$ cat config.mk
export PLATFORM = sky130hd
export DESIGN_NAME = ctg_fifo
export DESIGN_NICKNAME = d
export VERILOG_FILES = /design/src/hw/rtl/ctg_pkg.sv /design/src/hw/rtl/ctg_fifo.sv
export SDC_FILE = /design/constraint.sdc
export NUM_CORES = 1
export LEC_CHECK = 0
export BUFFER_PORTS_ARGS = -buffer_cell sky130_fd_sc_hd__buf_2
export CAP_MARGIN = 20
export CORE_ASPECT_RATIO = 1.1
export CORE_UTILIZATION = 35
export DETAILED_ROUTE_END_ITERATION = 16
export SLEW_MARGIN = 20
export SYNTH_ARGS = -nofsm -noshare
export SYNTH_HDL_FRONTEND = slang
export SYNTH_SLANG_ARGS = --single-unit
export TNS_END_PERCENT = 50
$ cat constraint.sdc
create_clock -name clk -period 5.7 [get_ports clk]
set_clock_uncertainty 0.15 [all_clocks]
set_input_delay 1.425 -clock clk [delete_from_list [all_inputs] [get_ports clk]]
set_output_delay 1.425 -clock clk [all_outputs]
set_load 0.005 [all_outputs]
$ cat src/hw/rtl/ctg_pkg.sv
`default_nettype none

package ctg_pkg;

	// Defaults for the top-level parameters
	localparam int unsigned SINE_TABLE_DEPTH_DEF = 1024;
	localparam int unsigned COUNT_BITS_DEF       = 16;

	// Entries in each of the two queues, the request queue and the output queue
	localparam int unsigned QUEUE_DEPTH = 2;

	// Envelope full scale (1.0 in Q24), square level (0.6 in Q15), LFSR taps
	localparam logic [24:0] ENV_ONE    = 25'h100_0000;
	localparam logic [14:0] SQUARE_Q15 = 15'd19661;
	localparam logic [15:0] LFSR_TAPS  = 16'hB400;

	typedef enum logic [1:0] {
		WAVE_SINE   = 2'd0,
		WAVE_SQUARE = 2'd1,
		WAVE_NOISE  = 2'd2,
		WAVE_SILENT = 2'd3
	} wave_t;

	typedef enum logic [2:0] {
		REG_START_STEP   = 3'd0,
		REG_SWEEP_STEP   = 3'd1,
		REG_SAMPLE_COUNT = 3'd2,
		REG_ENV_STEP     = 3'd3,
		REG_WAVE_TYPE    = 3'd4,
		REG_VOLUME       = 3'd5,
		REG_NOISE_SEED   = 3'd6
	} cfg_reg_t;

	typedef struct packed {
		logic [30:0]        start_step;
		logic signed [31:0] sweep_step;
		logic [15:0]        sample_count;
		logic [24:0]        env_step;
		wave_t              wave_type;
		logic [7:0]         volume;
		logic [15:0]        noise_seed;
	} cfg_t;

	// One classified tick, handed from the front end to the datapath
	typedef struct packed {
		logic        playing;
		logic        last;
		logic [31:0] phase;
		logic [24:0] env;
		logic [15:0] lfsr;
	} req_t;

	typedef struct packed {
		logic signed [14:0] sample;
		logic               last;
		logic               playing;
	} res_t;

endpackage

`default_nettype wire

$ cat src/hw/rtl/ctg_fifo.sv
`default_nettype none

module ctg_fifo #(
	parameter int unsigned WIDTH = $bits(ctg_pkg::res_t),
	parameter int unsigned DEPTH = ctg_pkg::QUEUE_DEPTH
) (
	input  wire logic             clk,
	input  wire logic             arst_n,
	input  wire logic             push,
	input  wire logic [WIDTH-1:0] wdata,
	output logic                  full,
	input  wire logic             pop,
	output logic [WIDTH-1:0]      rdata,
	output logic                  empty
);

	localparam int unsigned PW = (DEPTH > 1) ? $clog2(DEPTH) : 1;
	localparam int unsigned CW = $clog2(DEPTH + 1);
	localparam logic [PW-1:0] LAST_PTR = PW'(DEPTH - 1);
	localparam logic [CW-1:0] FULL_CNT = CW'(DEPTH);

	logic [WIDTH-1:0] mem_q [DEPTH];
	logic [PW-1:0]    wr_ptr_q;
	logic [PW-1:0]    rd_ptr_q;
	logic [CW-1:0]    count_q;
	logic             do_push;
	logic             do_pop;

	assign full    = (count_q == FULL_CNT);
	assign empty   = (count_q == '0);
	assign do_push = push && !full;
	assign do_pop  = pop && !empty;
	assign rdata   = mem_q[rd_ptr_q];

	always_ff @(posedge clk) begin
		if (do_push) begin
			mem_q[wr_ptr_q] <= wdata;
		end
	end

	always_ff @(posedge clk or negedge arst_n) begin
		if (!arst_n) begin
			wr_ptr_q <= '0;
			rd_ptr_q <= '0;
			count_q  <= '0;
		end else begin
			if (do_push) begin
				wr_ptr_q <= (wr_ptr_q == LAST_PTR) ? '0 : wr_ptr_q + PW'(1);
			end
			if (do_pop) begin
				rd_ptr_q <= (rd_ptr_q == LAST_PTR) ? '0 : rd_ptr_q + PW'(1);
			end
			case ({do_push, do_pop})
				2'b10:   count_q <= count_q + CW'(1);
				2'b01:   count_q <= count_q - CW'(1);
				default: count_q <= count_q;
			endcase
		end
	end

endmodule

`default_nettype wire

## Word level (Yosys, flattened, before mapping)

Memories as Yosys holds them, arrays and structs flattened.
Cells that the tools add are included.

- Register bits after elaboration: 4
- RAM bits: 34
- Memories kept: 1
- Word-level logic and storage cells: 22

- Equal/unequal tests: 3
- $add $sub $neg: 4
- Multiplexer cells: 5
- Reduce and logical (&&, ||, !) cells: 6

Memory list:

| name | words | bits a word | read ports | clocked after Yosys merged registers in | wr ports | RTL line | RTL |
|---|---|---|---|---|---|---|---|
| mem_q | 2 | 17 | 1 | 0 | 1 | ctg_fifo.sv:22 | `logic [WIDTH-1:0] mem_q [DEPTH];` |

Operators with widths:

| kind | count |
|---|---|
| $eq 2x2->1 const B | 2 |
| $mux 1 | 4 |
| $pmux 2 s2 | 1 |
| $add 1x1->1 const B | 2 |
| $add 2x1->2 const B | 1 |
| $eq 2x1->1 const B | 1 |
| $logic_and 1x1->1 | 2 |
| $logic_not 1->1 | 2 |
| $logic_not 2->1 | 1 |
| $reduce_bool 2->1 | 1 |
| $sub 2x1->2 const B | 1 |

## Logic depth before layout (Yosys ltp)

Gate-level depths: netlist (run 1).

- Depth in word-level cells: 5
- Mapped depth: 6
- Gate-level depth less buffers: 6

## Worst setup path before layout (run 1)

OpenSTA, ideal clock, no wires.

- Path type: in2reg
- Start point: in push
- End point: mem mem_q[0][0] in the netlist's numbering, enable pin
- Setup time: 0.390 ns
- Arrival: 2.255 ns
- Stages on the path: 2
- Required time: 5.160 ns
- Path slack: 2.905 ns
- Cells stage by stage: nand2_1 -> nor2_1

- Longest elaborated chain between the ends: 3

Ends and longest elaborated chain:

| item | RTL line | RTL |
|---|---|---|
| start: declaration | ctg_fifo.sv:9 | `input wire logic push,` |
| $logic_and 1x1->1 | ctg_fifo.sv:31 | `assign do_push = push && !full;` |
| $mux 1 | ctg_fifo.sv:36 | `if (do_push) begin` |
| $mux 1 (not written as such) | ctg_fifo.sv:37 | `mem_q[wr_ptr_q] <= wdata;` |
| end: declaration | ctg_fifo.sv:22 |  |

No other way between the ends.

## Worst setup path in the final report (run 1)

- Start point: reg rd_ptr_q
- End point: out rdata[16]

- Longest elaborated chain between the ends: 1

Ends and longest elaborated chain:

| item | RTL line | RTL |
|---|---|---|
| start: declaration | ctg_fifo.sv:24 | `logic [PW-1:0] rd_ptr_q;` |
| start signal: assignment | ctg_fifo.sv:51 | `rd_ptr_q <= (rd_ptr_q == LAST_PTR) ? '0 : rd_ptr_q + PW'(1);` |
| $mem_v2 2x17 | - |  |
| end: declaration | ctg_fifo.sv:13 | `output logic [WIDTH-1:0] rdata,` |

No other way between the ends.

==> qor.yml, run 1 <==
outcome: "finished, final reports clean"
final_cell_mix: "buf_2, edfxtp_1, mux2_4"
drt_pre_antenna_iters: 3
holdPathStages: 1
slew_viol_final: 0
post_cts_buffers: 0
utilization: 0.456
synth.top_cell.area_share: 0.693
io_pins: 40
synth_nets: 93
timing.final.crit_share: 0.588
reg2reg_slack_ps: 3770
cts_buffers: 5
power_switching_mw: 0.246
cts_tree: "yes"
power_frac_comb: 0.273
cp.arrival_ps: 1780
dp_hpwl_um: 1600
nNetsFinal: 137
setup_tns_ps: 0
drc: 0
yosys_warnings: 0
worstPathMaxFanout: 18
via_per_inst: 4.42
core_area_um2: 3990
antenna_found_initial: 0
wl_per_cell_um: 13.8
grt_pass1_vias: 824
synth_area_leaders: "edfxtp_1, mux2_4, dfrtp_1"
slew-limit-headroom: 0.383
die_w_um: 63.9
crit_path_start: "rd_ptr_q$_DFFE_PN0P_"
dieArea_um2: 4480
powerDensity_nw_per_um2: 499
synth_cells: 71
die_y_um: 70.1
ctsHoldBuffers: 0
n_antenna_cell: 0
timing.fmax_ghz: 0.298
fin_crit_ps: 3350
holdCritStartpoint: "wr_ptr_q$_DFFE_PN0P_"
syn_to_final_growth_pct: 23.4
yosysTopAreaCell: "edfxtp_1"
synth.distinct_cells: 15
track_usage: 0.117
cp-start-kind: "register"
r2r_cells: 3
synth_seq_cells: 38
crit_path_end_kind: "output pin"
max_cap_viol_count: 0
crit_type: "reg2out"
netlist_area_um2: 1470
min_to: "wr_ptr_q$_DFFE_PN0P_"
clk_pin_slew_worst_paths_ps: 80
insertion_delay_ps: 280
tightest_slew_ps: 925
htreeDepth: 2
final_common_cell: "buf_2"
dr_total_vias: 743
cellLeakagePower_nw: 0.725
rows: 24
layout-drive-gt1-share: 0.569
grt_max_degree: 19
rsz0062_at_grt: "no"
post_cts_resized: 0
numClockSinks: 38
totalWireLength_um: 2310
gp_congestion: 0.581
seq_power_share: 0.484
cts_root_buf: "clkbuf_8"
ys_seq_area_frac: 0.761
cellInternalPower_mw: 0.662
io_buffers: 39
ir_drop_v: 0.000373
power_frac_clock: 0.243
start_util: 0.369
r2r-end: "mem_q[0][15]$_DFFE_PP_"
required_ps: 4120
first_iter_violations: 14
clk_path_buf_depth: 2
hold_class: "reg2reg"
ant_nets: 0
synth_area_per_cell_um2: 20.8
grt_pass1_wl_um: 3770
grt_overflow: 0
switching_share: 0.271
setup_viol: 0
r2r-start: "count_q[0]$_DFFE_PN0P_"
hold_viol_final: 0
synth_stat cells:
| cell type | instances |
|---|---|
| ha_1 | 1 |
| inv_1 | 1 |
| nor2b_2 | 1 |
| dfrtp_1 | 4 |
| edfxtp_1 | 34 |
| buf_6 | 1 |
| mux2_2 | 8 |
| nand2b_1 | 1 |
| and3_1 | 1 |
| xnor2_1 | 3 |
| mux2_4 | 9 |
| xor2_1 | 2 |
| nand2_1 | 1 |
| nor2_1 | 3 |
| buf_12 | 1 |
logic make-up after synthesis:
kind of cell / share of synthesized area
xor+xnor: 0.0297
fa+ha+maj: 0.00849
buf+inv: 0.0238
flops: 0.761
mux: 0.153
simple gates: 0.0246
routing by layer:
layer,vias to the layer above,track usage,part of all wire
met3,4,0.0474,0.059
li1,352,-,-
met2,21,0.199,0.52
met5,-,0,0
met1,366,0.119,0.40
met4,0,0.0682,0.016
worst max-delay path: stages (launching register included):
cell and delay (ps):
dfrtp_1 950, mux2_2 420, buf_2 130
power by group through the flow:
| stage | registers, mW | logic (mW) | clock network (mW) |
|---|---|---|---|
| after floorplan | 0.409 | 0.208 | 0 |
| after global placement | 0.442 | 0.249 | 0 |
| after detailed placement | 0.448 | 0.254 | 0 |
| after CTS | 0.442 | 0.255 | 0.227 |
| after global routing | 0.448 | 0.275 | 0.240 |
| final | 0.439 | 0.248 | 0.221 |
flip-flops by register name (all words and copies together) (netlist names):
signal    count
wr_ptr_q      1
rd_ptr_q      1
count_q       2
mem_q        34
per-stage QoR:
step                      hold slack, ps  cells  instance area [um2]  setup slack (ps)  total power [mW]
after floorplan                      311     71                 1470              2910             0.617
after global placement               332    160                 1710              2630             0.691
after detailed placement             360    160                 1710              2600             0.702
after CTS                            375    168                 1820              2290             0.924
after global routing                 390    168                 1820              2240             0.963
final                                371    168                 1820              2350             0.908
layout make-up:
class / instances / area (um2)
Clock buffer: 5 / 68.8
Clock inverter: 3 / 45.0
Fill cell: 362 / 2170
Inverter: 1 / 3.75
Multi-Input combinational cell: 30 / 320
Sequential cell: 38 / 1120
Tap cell: 52 / 65.1
Timing Repair Buffer: 39 / 195
worst max path at each step:
stage / slack (ps) / end / cells past startpoint
CTS: 2290 / rdata[16] / 2
floorplan: 2910 / mem_q[0][0]$_DFFE_PP_ / 2
global placement: 2630 / rdata[16] / 2
finish: 2350 / rdata[16] / 2
detailed placement: 2600 / rdata[16] / 2
global route: 2240 / rdata[1] / 2
No activity file was read; power rests on OpenSTA's default activity.
==> run 2: changes to the inputs <==
==> constraint.sdc (replaced) <==
create_clock -name clk -period 3.06 [get_ports clk]
set_clock_uncertainty 0.15 [all_clocks]
set_input_delay 0.765 -clock clk [delete_from_list [all_inputs] [get_ports clk]]
set_output_delay 0.765 -clock clk [all_outputs]
set_load 0.005 [all_outputs]
==> run 2 against run 1 <==
  * Register-to-register slack got worse by 2500 ps
  * Non-clock buffer count rose by 2
  * Via count fell by 1.1%
  * Global-route usage fell by 0.054 points
  * Wire length rose by 0.78%
  * Flip-flop and latch count did not move
  * Final area fell by 0.41%
  * Sequential share of layout area rose by 0.26 points
  * Combinational power rose by 98%
  * First-iteration DRC count did not move
  * Final cell count rose by 1.2%
  * Largest cell class unchanged
  * Largest power group unchanged
==> qor.yml, run 2 (synthesized netlist as in run 1, its figures left out) <==
setup_tns_ps: 0  # unchanged
cts_buffers: 5  # unchanged
die_w_um: 63.9  # unchanged
crit_type: "reg2out"  # unchanged
core_area_um2: 3990  # unchanged
max_cap_viol_count: 0  # unchanged
htreeDepth: 2  # unchanged
slowest_delay_ps: 700  # was 950 ps
cp-start-kind: "register"  # unchanged
dieArea_um2: 4480  # unchanged
dr_total_vias: 735  # was 743
worstPathMaxFanout: 13  # was 18
filler_cell_count: 352  # was 362
ctsHoldBuffers: 0  # unchanged
cp.arrival_ps: 1700  # was 1780 ps
grt_overflow: 0  # unchanged
track_usage: 0.116  # was 0.117
reg2reg_slack_ps: 1260  # was 3770 ps
rsz0062_at_grt: "no"  # unchanged
numClockSinks: 38  # unchanged
layout-drive-gt1-share: 0.568  # was 0.569
totalWireLength_um: 2330  # was 2310 um
clk_pin_slew_worst_paths_ps: 70  # was 80 ps
first_iter_violations: 14  # unchanged
final_common_cell: "buf_2"  # unchanged
crit_slowest_cell: "dfrtp_1"  # unchanged
drt_pre_antenna_iters: 4  # was 3
post_cts_resized: 0  # unchanged
final_cell_mix: "buf_2, edfxtp_1, mux2_4"  # unchanged
hold_class: "in2async"  # was reg2reg
setup_viol: 0  # unchanged
dp_hpwl_um: 1660  # was 1600 um
cts_tree: "yes"  # unchanged
fin_cells: 170  # was 168
cts_root_buf: "clkbuf_8"  # unchanged
r2r_cells: 2  # was 3
hold_viol_final: 0  # unchanged
r2r-end: "mem_q[1][7]$_DFFE_PP_"  # was mem_q[0][15]$_DFFE_PP_
slew_viol_final: 0  # unchanged
timing.final.crit_share: 0.854
clk_path_buf_depth: 2  # unchanged
ir_drop_v: 0.000483  # was 0.000373 V
tightest_slew_ps: 799  # was 925 ps
via_per_inst: 4.32  # was 4.42
switching_share: 0.273  # was 0.271
required_ps: 2140  # was 4120 ps
top_regs: "mem_q (34), count_q (2)"  # unchanged
power_frac_comb: 0.303  # was 0.273
r2r-start: "count_q[0]$_DFFE_PN0P_"  # unchanged
grt_pass1_wl_um: 3700  # was 3770 um
nNetsFinal: 139  # was 137
grt_pass1_vias: 774  # was 824
timing.fmax_ghz: 0.383
top_register: "mem_q"  # unchanged
slew-limit-headroom: 0.467  # was 0.383
powerDensity_nw_per_um2: 898  # was 499 nW/um2
utilization: 0.454  # was 0.456
wl_per_cell_um: 13.7  # was 13.8 um
crit_chain: "buf_4, mux2_4, buf_2"  # was mux2_2, buf_2
seq_power_share: 0.489  # was 0.484
ant_nets: 0  # unchanged
antenna_found_initial: 0  # unchanged
drc: 0  # unchanged
largest_reg_flops: 34  # unchanged
crit_path_end_kind: "output pin"  # unchanged
gp_congestion: 0.584  # was 0.581
fin_crit_ps: 2610
cellLeakagePower_nw: 0.733  # was 0.725 nW
outcome: "finished, final reports clean"  # unchanged
die_y_um: 70.1  # unchanged
post_cts_buffers: 0  # unchanged
syn_to_final_growth_pct: 22.9  # was 23.4%
power_frac_clock: 0.208  # was 0.243
insertion_delay_ps: 280  # about the same
n_antenna_cell: 0  # unchanged
io_pins: 40  # unchanged
start_util: 0.369  # unchanged
io_buffers: 39  # unchanged
cellInternalPower_mw: 1.18  # was 0.662 mW
dp_cells: 162  # was 160
rows: 24  # unchanged
power_switching_mw: 0.444  # was 0.246 mW
grt_max_degree: 18  # was 19
run 2: cell count changes in the layout (fill, tap and decap cells not counted):
cell | before | now
clkbuf_8 | 5 | 6
clkbuf_1 | 0 | 1
clkinv_2 | 0 | 1
bufinv_16 | 1 | 0
clkinvlp_4 | 2 | 0
buf_4 | 0 | 2
run 2: metrics by stage:
| step | hold slack, ps | worst slack (ps) | power, mW | instance area (um2) |
|---|---|---|---|---|
| finish | 128 | 447 | 1.63 | 1810 |
| global route | 115 | 314 | 1.73 | 1810 |
| CTS | 124 | 388 | 1.65 | 1810 |
| detailed placement | 347 | 702 | 1.31 | 1720 |
| global placement | 333 | 712 | 1.30 | 1720 |
| floorplan | 311 | 925 | 1.15 | 1470 |
run 2: how the worst max path moves through the flow:
stage                               startpoint                     to  slack [ps]  depth (start not counted)
after floorplan                           push  mem_q[0][0]$_DFFE_PP_         930                          2
after detailed placement  rd_ptr_q$_DFFE_PN0P_               rdata[4]         700                          3
after global placement    rd_ptr_q$_DFFE_PN0P_               rdata[4]         710                          3
after global routing      rd_ptr_q$_DFFE_PN0P_              rdata[12]         310                          3
after CTS                 rd_ptr_q$_DFFE_PN0P_               rdata[4]         390                          3
final                     rd_ptr_q$_DFFE_PN0P_              rdata[12]         450                          3
run 2: area by class of cell:
type,count,area [um2],area share
clock buffers,7,86.3,0.0477
flip-flops and latches,38,1120,0.619
repair buffers,41,210,0.116
multi-input cells,30,320,0.177
well taps,52,65.1,0.0359
clock inverters,1,5.00,0.00276
inverters,1,3.75,0.00207
run 2: power by group through the flow:
stage	clock network, mW	logic (mW)	registers, mW
after floorplan	0	0.387	0.762
after global placement	0	0.497	0.802
after detailed placement	0	0.501	0.811
after CTS	0.348	0.505	0.800
after global routing	0.376	0.541	0.815
final	0.338	0.492	0.796
run 2: worst max-delay path: cells and delay by family (launching register included):
family                 cells  cell delay, ps
buffers and inverters      2             410
flip-flops                 1             700
multiplexers               1             310
run 2: routing by layer:
metal | vias to the layer above | GRT usage | part of all wire
li1 | 360 | - | -
met1 | 347 | 0.133 | 0.42
met2 | 23 | 0.190 | 0.50
met3 | 5 | 0.0408 | 0.051
met4 | 0 | 0.0606 | 0.020
met5 | - | 0 | 0
==> run 3: changes to the inputs <==
==> constraint.sdc (replaced) <==
create_clock -name clk -period 2.8 [get_ports clk]
set_clock_uncertainty 0.15 [all_clocks]
set_input_delay 0.7 -clock clk [delete_from_list [all_inputs] [get_ports clk]]
set_output_delay 0.7 -clock clk [all_outputs]
set_load 0.005 [all_outputs]
==> run 3 against run 2 <==
  * Wire length is 5.3% lower
  * Via count up 0.95%
  * Count of clock-buffer cells in the layout is the same
  * Critical path depth did not move
  * Final cell count is 1.2% higher
  * Die area unchanged
  * Clock power increased by 16%
  * Flip-flop and latch count stayed put
  * Sequential share of layout area down 0.80 points
  * Critical endpoint is now rdata[5]
  * Largest power group unchanged
==> qor.yml, run 3 (synthesized netlist as in run 1, its figures left out) <==
outcome: "finished, final reports clean"  # unchanged
cts_tree: "yes"  # unchanged
ir_drop_v: 0.000420  # was 0.000483 V
gp_congestion: 0.593  # was 0.584
cellLeakagePower_nw: 0.746  # was 0.733 nW
required_ps: 1950  # was 2140 ps
power_frac_clock: 0.216  # was 0.208
rows: 24  # unchanged
wl_per_cell_um: 12.8  # was 13.7 um
finalPower_mw: 1.81  # was 1.63 mW
insertion_delay_ps: 280  # about the same
hold_class: "in2async"  # unchanged
final_common_cell: "buf_2"  # unchanged
io_pins: 40  # unchanged
tightest_slew_ps: 435  # was 799 ps
grt_overflow: 0  # unchanged
final_cell_mix: "buf_2, edfxtp_1, mux2_4"  # unchanged
dr_total_vias: 742  # was 735
powerDensity_nw_per_um2: 986  # was 898 nW/um2
ctsHoldBuffers: 0  # unchanged
grt_pass1_vias: 757  # was 774
worstPathMaxFanout: 9  # was 13
drc: 0  # unchanged
numClockSinks: 38  # unchanged
fin_crit_ps: 2380
timing.fmax_ghz: 0.420
timing.final.crit_share: 0.850
core_area_um2: 3990  # unchanged
top_regs: "mem_q (34), count_q (2)"  # unchanged
ant_nets: 0  # unchanged
utilization: 0.460  # was 0.454
clk_pin_slew_worst_paths_ps: 70  # about the same
slew-limit-headroom: 0.710  # was 0.467
crit_slowest_cell: "dfrtp_1"  # unchanged
start_util: 0.369  # unchanged
fin_cells: 172  # was 170
setup_viol: 0  # unchanged
nNetsFinal: 141  # was 139
via_per_inst: 4.31  # was 4.32
reg2reg_slack_ps: 980  # was 1260 ps
seq_power_share: 0.471  # was 0.489
slowest_delay_ps: 550  # was 700 ps
setup_tns_ps: 0  # unchanged
power_switching_mw: 0.483  # was 0.444 mW
die_y_um: 70.1  # unchanged
cp-start-kind: "register"  # unchanged
antenna_found_initial: 0  # unchanged
setup_ws_ps: 419  # was 447 ps
first_iter_violations: 16  # was 14
hold_viol_final: 0  # unchanged
crit_chain: "buf_4, mux2_2, buf_2"  # was buf_4, mux2_4, buf_2
max_cap_viol_count: 0  # unchanged
grt_max_degree: 12  # was 18
cts_root_buf: "clkbuf_8"  # unchanged
totalWireLength_um: 2210  # was 2330 um
path_delay_family: "flip-flops"  # unchanged
cts_buffers: 5  # unchanged
track_usage: 0.113  # was 0.116
htreeDepth: 2  # unchanged
dp_hpwl_um: 1630  # was 1660 um
dieArea_um2: 4480  # unchanged
power_frac_comb: 0.313  # was 0.303
critPathBufInv: 2  # unchanged
cp.arrival_ps: 1530  # was 1700 ps
die_w_um: 63.9  # unchanged
slew_viol_final: 0  # unchanged
cellInternalPower_mw: 1.33  # was 1.18 mW
drt_pre_antenna_iters: 4  # unchanged
layout-drive-gt1-share: 0.575  # was 0.568
post_cts_resized: 0  # unchanged
top_register: "mem_q"  # unchanged
dp_cells: 164  # was 162
crit_path_end_kind: "output pin"  # unchanged
post-place-ws_ps: 694  # was 702 ps
switching_share: 0.267  # was 0.273
post_cts_buffers: 0  # unchanged
largest_reg_flops: 34  # unchanged
crit_type: "reg2out"  # unchanged
grt_pass1_wl_um: 3590  # was 3700 um
io_buffers: 39  # unchanged
syn_to_final_growth_pct: 24.5  # was 22.9%
n_antenna_cell: 0  # unchanged
rsz0062_at_grt: "no"  # unchanged
clk_path_buf_depth: 2  # unchanged
run 3: power groups by stage:
stage / clock, mW / sequential, mW / combinational, mW
final: 0.391 / 0.852 / 0.567
after global routing: 0.433 / 0.866 / 0.618
after floorplan: 0 / 0.833 / 0.423
after global placement: 0 / 0.860 / 0.576
after detailed placement: 0 / 0.866 / 0.585
after CTS: 0.406 / 0.855 / 0.585
run 3: cell type report:
type	instances	area [um2]
clock buffer	7	96.3
inverter	1	3.75
timing repair buffer	43	225
sequential	38	1120
multi-input combinational	30	320
clock inverter	1	3.75
tap	52	65.1
fill	364	2160
run 3: per-layer routing:
layer | vias up | routed length, um | global-route usage
li1 | 358 | - | -
met1 | 356 | 833 | 0.121
met2 | 21 | 1140 | 0.175
met3 | 7 | 172 | 0.0588
met4 | 0 | 54 | 0.0682
met5 | - | 0 | 0
run 3: final timing paths:
path | start | end | cells after the start
min in group clk | count_q[1]$_DFFE_PN0P_ | count_q[1]$_DFFE_PN0P_ | 1
setup / recovery | rd_ptr_q$_DFFE_PN0P_ | rdata[5] | 3
hold / removal | arst_n | wr_ptr_q$_DFFE_PN0P_ | 1
max in group asynchronous | arst_n | rd_ptr_q$_DFFE_PN0P_ | 1
hold reg to reg | count_q[1]$_DFFE_PN0P_ | count_q[1]$_DFFE_PN0P_ | 1
setup reg to reg | count_q[0]$_DFFE_PN0P_ | mem_q[0][1]$_DFFE_PP_ | 4
run 3: per-stage QoR:
step	hold slack, ps	instance area (um2)
after detailed placement	342	1740
after floorplan	254	1470
final	65.6	1840
after global routing	50.7	1840
after CTS	56.4	1840
after global placement	335	1740
